==> config.mk <==
export PLATFORM = sky130hd
export DESIGN_NAME = key_percent_encode_with_hash_core
export DESIGN_NICKNAME = d
export VERILOG_FILES = /design/src/rtl/kpe_pkg.sv /design/src/rtl/key_percent_encode_with_hash_core.sv /design/src/rtl/kpe_front.sv /design/src/rtl/kpe_queue.sv /design/src/rtl/kpe_back.sv
export SDC_FILE = /design/constraint.sdc
export NUM_CORES = 1
export LEC_CHECK = 0
export BUFFER_PORTS_ARGS = -buffer_cell sky130_fd_sc_hd__buf_4
export CAP_MARGIN = 25
export CORE_MARGIN = 2
export CORE_UTILIZATION = 60
export CTS_CLUSTER_DIAMETER = 30
export DETAILED_ROUTE_END_ITERATION = 7
export PLACE_DENSITY = 0.77
export RECOVER_POWER = 100
export SLEW_MARGIN = 20
export SYNTH_ARGS = -nofsm -noshare
export SYNTH_HDL_FRONTEND = slang
export SYNTH_HIERARCHICAL = 1
export SYNTH_SLANG_ARGS = --single-unit
==> constraint.sdc <==
create_clock -name clk_i -period 6.74 [get_ports clk_i]
set_input_delay 1.348 -clock clk_i [delete_from_list [all_inputs] [get_ports clk_i]]
set_output_delay 1.348 -clock clk_i [all_outputs]
set_load 0.02 [all_outputs]
==> src/rtl/kpe_pkg.sv <==
// ----------------------------------------------------------------------------
// kpe_pkg
// Shared types, constants and the hex digit table of the key encoder.
// ----------------------------------------------------------------------------
package kpe_pkg;

  localparam logic [31:0] FnvBasis   = 32'd2166136261;
  localparam logic [31:0] FnvPrime   = 32'd16777619;
  localparam logic [7:0]  LimitReset = 8'd96;
  localparam logic [7:0]  Blocked    = 8'd255;
  localparam int unsigned QDepth     = 4;
  localparam int unsigned QPtrW      = $clog2(QDepth);

  localparam logic [7:0] ChPct  = 8'h25;
  localparam logic [7:0] ChDash = 8'h2d;

  typedef enum logic [1:0] {
    KIND_NONE,
    KIND_PLAIN,
    KIND_ESC
  } kind_e;

  typedef enum logic [2:0] {
    ST_IDLE,
    ST_PLAIN,
    ST_PCT,
    ST_HI,
    ST_LO,
    ST_DASH,
    ST_HASH
  } back_state_e;

  // one unit of work handed from the front to the back
  typedef struct packed {
    kind_e       kind;
    logic [7:0]  key_byte;
    logic        is_last;
    logic [31:0] hash;
  } entry_t;

  function automatic logic [7:0] hex_char(input logic [3:0] nib);
    logic [7:0] ch;
    case (nib)
      4'h0: ch = 8'h30;
      4'h1: ch = 8'h31;
      4'h2: ch = 8'h32;
      4'h3: ch = 8'h33;
      4'h4: ch = 8'h34;
      4'h5: ch = 8'h35;
      4'h6: ch = 8'h36;
      4'h7: ch = 8'h37;
      4'h8: ch = 8'h38;
      4'h9: ch = 8'h39;
      4'ha: ch = 8'h61;
      4'hb: ch = 8'h62;
      4'hc: ch = 8'h63;
      4'hd: ch = 8'h64;
      4'he: ch = 8'h65;
      default: ch = 8'h66;
    endcase
    return ch;
  endfunction

endpackage

==> src/rtl/key_percent_encode_with_hash_core.sv <==
// ----------------------------------------------------------------------------
// key_percent_encode_with_hash_core
// Streaming percent encoder for keys with a '-' and FNV-1a hash suffix.
// ----------------------------------------------------------------------------
// A key enters one byte per beat; a new byte is taken every cycle while the
// four-entry work queue has room. Each byte leaves as 1 character (unreserved)
// or 3 characters (escape unit), or none once the prefix limit is reached,
// and the last beat adds 9 more ('-' and eight hash digits), so an item
// yields 0 to 12 characters: the output register delivers one character per
// cycle while results are popped or absent, which sets the sustained rate.
// Results pass the work queue, the back's state and the output register on
// the way to the result ports. No clearing pass follows reset.
module key_percent_encode_with_hash_core import kpe_pkg::*; (
  input  logic       clk_i,
  input  logic       rst_ni,
  input  logic       push,
  output logic       full,
  input  logic [7:0] key_byte_i,
  input  logic       has_byte_i,
  input  logic       is_last_i,
  output logic       empty,
  input  logic       pop,
  output logic [7:0] out_char_o,
  output logic       out_last_o,
  input  logic       cfg_valid_i,
  output logic       cfg_ready_o,
  input  logic [7:0] cfg_data_i
);

  logic   q_push, q_full, q_pop, q_empty;
  entry_t q_wr_entry, q_rd_entry;

  kpe_front u_front (
    .clk_i       (clk_i),
    .rst_ni      (rst_ni),
    .push_i      (push),
    .key_byte_i  (key_byte_i),
    .has_byte_i  (has_byte_i),
    .is_last_i   (is_last_i),
    .full_o      (full),
    .cfg_valid_i (cfg_valid_i),
    .cfg_data_i  (cfg_data_i),
    .cfg_ready_o (cfg_ready_o),
    .q_full_i    (q_full),
    .q_push_o    (q_push),
    .q_entry_o   (q_wr_entry)
  );

  kpe_queue u_queue (
    .clk_i   (clk_i),
    .rst_ni  (rst_ni),
    .push_i  (q_push),
    .entry_i (q_wr_entry),
    .full_o  (q_full),
    .pop_i   (q_pop),
    .entry_o (q_rd_entry),
    .empty_o (q_empty)
  );

  kpe_back u_back (
    .clk_i      (clk_i),
    .rst_ni     (rst_ni),
    .q_empty_i  (q_empty),
    .q_entry_i  (q_rd_entry),
    .q_pop_o    (q_pop),
    .empty      (empty),
    .pop        (pop),
    .out_char_o (out_char_o),
    .out_last_o (out_last_o)
  );

endmodule

==> src/rtl/kpe_front.sv <==
// ----------------------------------------------------------------------------
// kpe_front
// Accepts key bytes, classifies them, checks the prefix limit and runs the
// FNV-1a hash; pushes one entry per item that produces characters.
// ----------------------------------------------------------------------------
module kpe_front import kpe_pkg::*; (
  input  logic       clk_i,
  input  logic       rst_ni,
  input  logic       push_i,
  input  logic [7:0] key_byte_i,
  input  logic       has_byte_i,
  input  logic       is_last_i,
  output logic       full_o,
  input  logic       cfg_valid_i,
  input  logic [7:0] cfg_data_i,
  output logic       cfg_ready_o,
  input  logic       q_full_i,
  output logic       q_push_o,
  output entry_t     q_entry_o
);

  logic [31:0] hash_q, hash_d;
  logic [7:0]  count_q, count_d;
  logic [7:0]  limit_q;

  logic        accept;
  logic        plain;
  logic [8:0]  unit_len;
  logic [8:0]  count_sum;
  logic        fits;
  logic [31:0] hash_mix;
  logic [31:0] hash_new;
  kind_e       kind;

  assign full_o      = q_full_i;
  assign cfg_ready_o = 1'b1;
  assign accept      = push_i && !q_full_i;

  always_comb begin
    plain = ((key_byte_i >= 8'h41) && (key_byte_i <= 8'h5a)) ||
            ((key_byte_i >= 8'h61) && (key_byte_i <= 8'h7a)) ||
            ((key_byte_i >= 8'h30) && (key_byte_i <= 8'h39)) ||
            (key_byte_i == 8'h2e) || (key_byte_i == 8'h5f) || (key_byte_i == 8'h2d);
    unit_len  = plain ? 9'd1 : 9'd3;
    count_sum = {1'b0, count_q} + unit_len;
    fits      = count_sum <= {1'b0, limit_q};
    if (has_byte_i && fits) begin
      kind = plain ? KIND_PLAIN : KIND_ESC;
    end else begin
      kind = KIND_NONE;
    end
    hash_mix = hash_q ^ {24'd0, key_byte_i};
    hash_new = has_byte_i ? (hash_mix * FnvPrime) : hash_q;
  end

  always_comb begin
    hash_d  = hash_q;
    count_d = count_q;
    if (accept) begin
      if (is_last_i) begin
        hash_d  = FnvBasis;
        count_d = '0;
      end else if (has_byte_i) begin
        hash_d  = hash_new;
        count_d = fits ? count_sum[7:0] : Blocked;
      end
    end
  end

  assign q_push_o           = accept && ((kind != KIND_NONE) || is_last_i);
  assign q_entry_o.kind     = kind;
  assign q_entry_o.key_byte = key_byte_i;
  assign q_entry_o.is_last  = is_last_i;
  assign q_entry_o.hash     = hash_new;

  always_ff @(posedge clk_i or negedge rst_ni) begin
    if (!rst_ni) begin
      hash_q  <= FnvBasis;
      count_q <= '0;
      limit_q <= LimitReset;
    end else begin
      hash_q  <= hash_d;
      count_q <= count_d;
      if (cfg_valid_i && cfg_ready_o) begin
        limit_q <= cfg_data_i;
      end
    end
  end

endmodule

==> src/rtl/kpe_queue.sv <==
// ----------------------------------------------------------------------------
// kpe_queue
// Short flop queue of work entries between the front and the back.
// ----------------------------------------------------------------------------
module kpe_queue import kpe_pkg::*; (
  input  logic   clk_i,
  input  logic   rst_ni,
  input  logic   push_i,
  input  entry_t entry_i,
  output logic   full_o,
  input  logic   pop_i,
  output entry_t entry_o,
  output logic   empty_o
);

  entry_t           mem_q [QDepth];
  logic [QPtrW-1:0] wr_ptr_q, wr_ptr_d;
  logic [QPtrW-1:0] rd_ptr_q, rd_ptr_d;
  logic [QPtrW:0]   cnt_q, cnt_d;
  logic             do_push, do_pop;

  assign full_o  = (cnt_q == QDepth[QPtrW:0]);
  assign empty_o = (cnt_q == '0);
  assign entry_o = mem_q[rd_ptr_q];
  assign do_push = push_i && !full_o;
  assign do_pop  = pop_i && !empty_o;

  always_comb begin
    wr_ptr_d = do_push ? wr_ptr_q + 1'b1 : wr_ptr_q;
    rd_ptr_d = do_pop ? rd_ptr_q + 1'b1 : rd_ptr_q;
    cnt_d    = cnt_q;
    if (do_push && !do_pop) begin
      cnt_d = cnt_q + 1'b1;
    end else if (do_pop && !do_push) begin
      cnt_d = cnt_q - 1'b1;
    end
  end

  always_ff @(posedge clk_i or negedge rst_ni) begin
    if (!rst_ni) begin
      wr_ptr_q <= '0;
      rd_ptr_q <= '0;
      cnt_q    <= '0;
    end else begin
      wr_ptr_q <= wr_ptr_d;
      rd_ptr_q <= rd_ptr_d;
      cnt_q    <= cnt_d;
    end
  end

  always_ff @(posedge clk_i) begin
    if (do_push) begin
      mem_q[wr_ptr_q] <= entry_i;
    end
  end

endmodule

==> src/rtl/kpe_back.sv <==
// ----------------------------------------------------------------------------
// kpe_back
// Expands each entry into output characters, one per cycle while the result is
// popped or absent, and holds the oldest character in the output register.
// ----------------------------------------------------------------------------
module kpe_back import kpe_pkg::*; (
  input  logic       clk_i,
  input  logic       rst_ni,
  input  logic       q_empty_i,
  input  entry_t     q_entry_i,
  output logic       q_pop_o,
  output logic       empty,
  input  logic       pop,
  output logic [7:0] out_char_o,
  output logic       out_last_o
);

  back_state_e state_q, state_d;
  entry_t      cur_q;
  logic [31:0] hash_sh_q;
  logic [2:0]  nib_cnt_q;
  logic        out_valid_q;
  logic [7:0]  out_char_q;
  logic        out_last_q;

  logic        adv;
  logic        emit;
  logic [7:0]  ch;
  logic        lst;
  logic        fin;
  logic        load;
  back_state_e first_state;

  assign adv = !out_valid_q || pop;

  // character of the current step and whether the entry ends with it
  always_comb begin
    emit = 1'b1;
    ch   = '0;
    lst  = 1'b0;
    fin  = 1'b0;
    unique case (state_q)
      ST_IDLE: begin
        emit = 1'b0;
      end
      ST_PLAIN: begin
        ch  = cur_q.key_byte;
        fin = !cur_q.is_last;
      end
      ST_PCT: begin
        ch = ChPct;
      end
      ST_HI: begin
        ch = hex_char(cur_q.key_byte[7:4]);
      end
      ST_LO: begin
        ch  = hex_char(cur_q.key_byte[3:0]);
        fin = !cur_q.is_last;
      end
      ST_DASH: begin
        ch = ChDash;
      end
      ST_HASH: begin
        ch  = hex_char(hash_sh_q[31:28]);
        lst = (nib_cnt_q == '0);
        fin = lst;
      end
      default: begin
        emit = 1'b0;
      end
    endcase
  end

  always_comb begin
    unique case (q_entry_i.kind)
      KIND_PLAIN: first_state = ST_PLAIN;
      KIND_ESC:   first_state = ST_PCT;
      default:    first_state = ST_DASH;
    endcase
  end

  always_comb begin
    state_d = state_q;
    load    = 1'b0;
    if (adv) begin
      if ((state_q == ST_IDLE) || fin) begin
        if (!q_empty_i) begin
          load    = 1'b1;
          state_d = first_state;
        end else begin
          state_d = ST_IDLE;
        end
      end else begin
        unique case (state_q)
          ST_PLAIN: state_d = ST_DASH;
          ST_PCT:   state_d = ST_HI;
          ST_HI:    state_d = ST_LO;
          ST_LO:    state_d = ST_DASH;
          ST_DASH:  state_d = ST_HASH;
          ST_HASH:  state_d = ST_HASH;
          default:  state_d = ST_IDLE;
        endcase
      end
    end
  end

  assign q_pop_o    = load;
  assign empty      = !out_valid_q;
  assign out_char_o = out_char_q;
  assign out_last_o = out_last_q;

  always_ff @(posedge clk_i or negedge rst_ni) begin
    if (!rst_ni) begin
      state_q     <= ST_IDLE;
      out_valid_q <= 1'b0;
    end else begin
      state_q <= state_d;
      if (adv) begin
        out_valid_q <= emit;
      end
    end
  end

  always_ff @(posedge clk_i) begin
    if (load) begin
      cur_q     <= q_entry_i;
      hash_sh_q <= q_entry_i.hash;
      nib_cnt_q <= 3'd7;
    end else if (adv && (state_q == ST_HASH)) begin
      hash_sh_q <= {hash_sh_q[27:0], 4'h0};
      nib_cnt_q <= nib_cnt_q - 1'b1;
    end
    if (adv) begin
      out_char_q <= ch;
      out_last_q <= lst;
    end
  end

endmodule

==> results.toml <==
[job]
cap_violations = 4

[global_route]
grt_overflow = 0
antenna_found_initial = 0
grt_use_total_pct = 27.1
grt_max_degree = 68
grt_pass1_vias = 13062
grt_pass1_wl_mm = 69.4

[placed_design]
gp_congestion = 0.870
pre_cts_ws_ns = -0.586
io_buffers = 33
post_dp_cell_area_um2 = 20000
dp_hpwl_mm = 29.5

[routing]
vias = 12328
drc_errors = 0
post_drt_via_cell_ratio = 5.73
wl_mm = 43.6
dr.pass1.iters = 7
drtIter0Drc = 996
detail_route.wl_per_cell_um = 20.3
ant_nets = 0

[cts]
numCtsBuffers = 53
clk_latency_ns = 0.58
clock_sinks = 302
cts_buffer_depth = 3
cts-htree-levels = 2
tritoncts = "done"
clk_pin_slew_worst_paths_ns = 0.05
cts_root_buf = "clkbuf_16"

[synthesis]
synthTopCellsByCount = "inv_1 (307), edfxtp_1 (222), ha_1 (207)"
synth.distinct_cells = 80
synth_area_um2 = 19000
yosys.area.top_type = "edfxtp_1"
yosysTopAreaCellShare_pct = 35.1
synthTopCellsByArea = "edfxtp_1 (35%), ha_1 (14%), fa_1 (8.0%)"
yosys_warnings = 6
syn_avg_cell_area_um2 = 12.0
synth_edf_count = 222
ys_seq_elements = 302
synth_top_flop_cell = "edfxtp_1"
synthesis.nets = 1893
async_flop_share_pct = 19.5
synth-seq-area-share_pct = 45.2
syn_inst = 1587
yosysMostFrequentCell = "inv_1"

[timing]
setup_ws_ns = 0.200
hold_viol_final = 0
slew_violations = 197
post-route-period-util_pct = 97.0
rsz0062_at_grt = "no"
setup_violations = 0
max_freq_ghz = 0.153
fin_skew_ns = 0.0267
tightest_slew_ns = 3.95
maxSlewHeadroom_pct = -163
timing.hold.ws_ns = 0.482
min_period_ns = 6.54

[worst_setup_path]
crit_type = "in -> reg"
start_kind = "input port"
path_max_fanout = 4
arrival_ns = 6.82
cp-end-kind = "flop"
cp.required_ns = 7.02

[die]
die_area_um2 = 33100
coreArea_um2 = 31400
die_y_um = 182
initial_core_util_pct = 60.5
die_w_um = 182
num_io_pins = 35
rows = 65

[status]
violations = "capacitance limit, slew limit"
status = "complete, but fails checks"

[final_layout]
synthToLayoutAreaGrowth_pct = 14.5
design_area_um2 = 21700
final_nets = 2008
drive_gt1_share_pct = 15.1

[worst_hold_path]
hold_path.class = "reg -> reg"
placed cells by master, fill, tap and decap left out, types with 42 or more instances in the layout:
| master | count |
|---|---|
| inv_1 | 307 |
| dfrtp_1 | 42 |
| edfxtp_1 | 222 |
| nand2_1 | 144 |
| clkbuf_16 | 53 |
| a21oi_1 | 42 |
| fa_1 | 76 |
| ha_1 | 206 |
| buf_4 | 75 |
| o21ai_0 | 55 |
per-stage QoR:
stage / util (%) / setup TNS [ns] / cells
final: 69.2 / 0 / 2150
after CTS: 69.6 / 0 / 2149
after global placement: 63.8 / -18.98 / 2049
after detailed placement: 63.8 / -26.70 / 2049
after floorplan: - / 0 / 1587
after global routing: 69.2 / 0 / 2149
final timing paths:
path                                startpoint                   end  slack, ns  cells after the start
max in group asynchronous               rst_ni   u_queue/rd_ptr_q[1]       2.13                      1
min reg2reg                u_back/nib_cnt_q[1]   u_back/nib_cnt_q[1]       0.48                      2
max reg2reg                  u_front/hash_q[6]  u_queue/mem_q[0][19]       0.55                     25
min                        u_back/nib_cnt_q[1]   u_back/nib_cnt_q[1]       0.48                      2
max                              key_byte_i[6]  u_queue/mem_q[0][19]       0.20                     26
min in group asynchronous               rst_ni   u_queue/rd_ptr_q[1]       2.13                      1
registers in the layout, summed over array words and instances, names as in the netlist, 3 cells and up, named ones only:
register and flops:
u_queue/mem_q 172, u_back/hash_sh_q 32, u_front/hash_q 32, u_back/cur_q 9
u_back/out_char_o 8, u_front/count_q 8, u_front/limit_q 8, u_back/nib_cnt_q 3
u_back/state_q 3, u_queue/cnt_q 3
per-layer routing:
metal | global-route usage, % | vias up | wire [um]
met5 | 0 | - | 0
met4 | 8.90 | 0 | 1140
met3 | 5.46 | 89 | 2550
met2 | 46.7 | 415 | 21800
met1 | 34.8 | 6125 | 18200
li1 | - | 5699 | -
worst max-delay path, cell delays in order:
cell      delay, ns
buf_4          0.14
xor2_2         0.21
ha_1           0.27
ha_1           0.28
inv_1          0.05
fa_1           0.47
inv_1          0.07
ha_1           0.13
inv_1          0.05
fa_1           0.53
inv_1          0.04
ha_1           0.26
inv_1          0.05
fa_1           0.54
inv_1          0.04
ha_1           0.36
clkbuf_4       0.16
o211ai_1       0.07
nor2_1         0.11
o221ai_1       0.12
clkbuf_1       0.13
a211oi_1       0.51
o21ai_0        0.22
nand2b_1       0.13
xor2_1         0.11
mux2_1         0.40
repair_timing:
action	CTS	global route
buffers inserted	0	0
endpoints found under the setup margin	0	64
hold buffers	0	0
gates resized for setup	0	12
cell families (layout without fill, tap and decap cells):
family | after synthesis | in the layout | share of synthesized area [%]
muxes | 83 | 83 | 7.50
other | 1 | 2 | 0.0197
DFF | 302 | 302 | 45.2
and+or+nand+nor | 278 | 278 | 6.81
adders and majority gates | 283 | 283 | 21.7
xor gates and xnor gates | 60 | 60 | 2.77
buffers and inverters | 364 | 524 | 8.14
AOI/OAI and AO/OA | 216 | 216 | 7.91
cell type report:
| type | count | area, um2 |
|---|---|---|
| Timing Repair Buffer | 116 | 759 |
| Sequential cell | 302 | 8580 |
| Fill cell | 2170 | 9660 |
| Tap cell | 402 | 503 |
| Inverter | 308 | 1160 |
| Antenna cell | 1 | 2.50 |
| Clock inverter | 34 | 373 |
| Clock buffer | 66 | 1430 |
| Multi-Input combinational cell | 921 | 8930 |
Power is left out: the tool's default activity adds up to more than one toggle a clock period on the data nets, which glitch-free logic cannot reach.
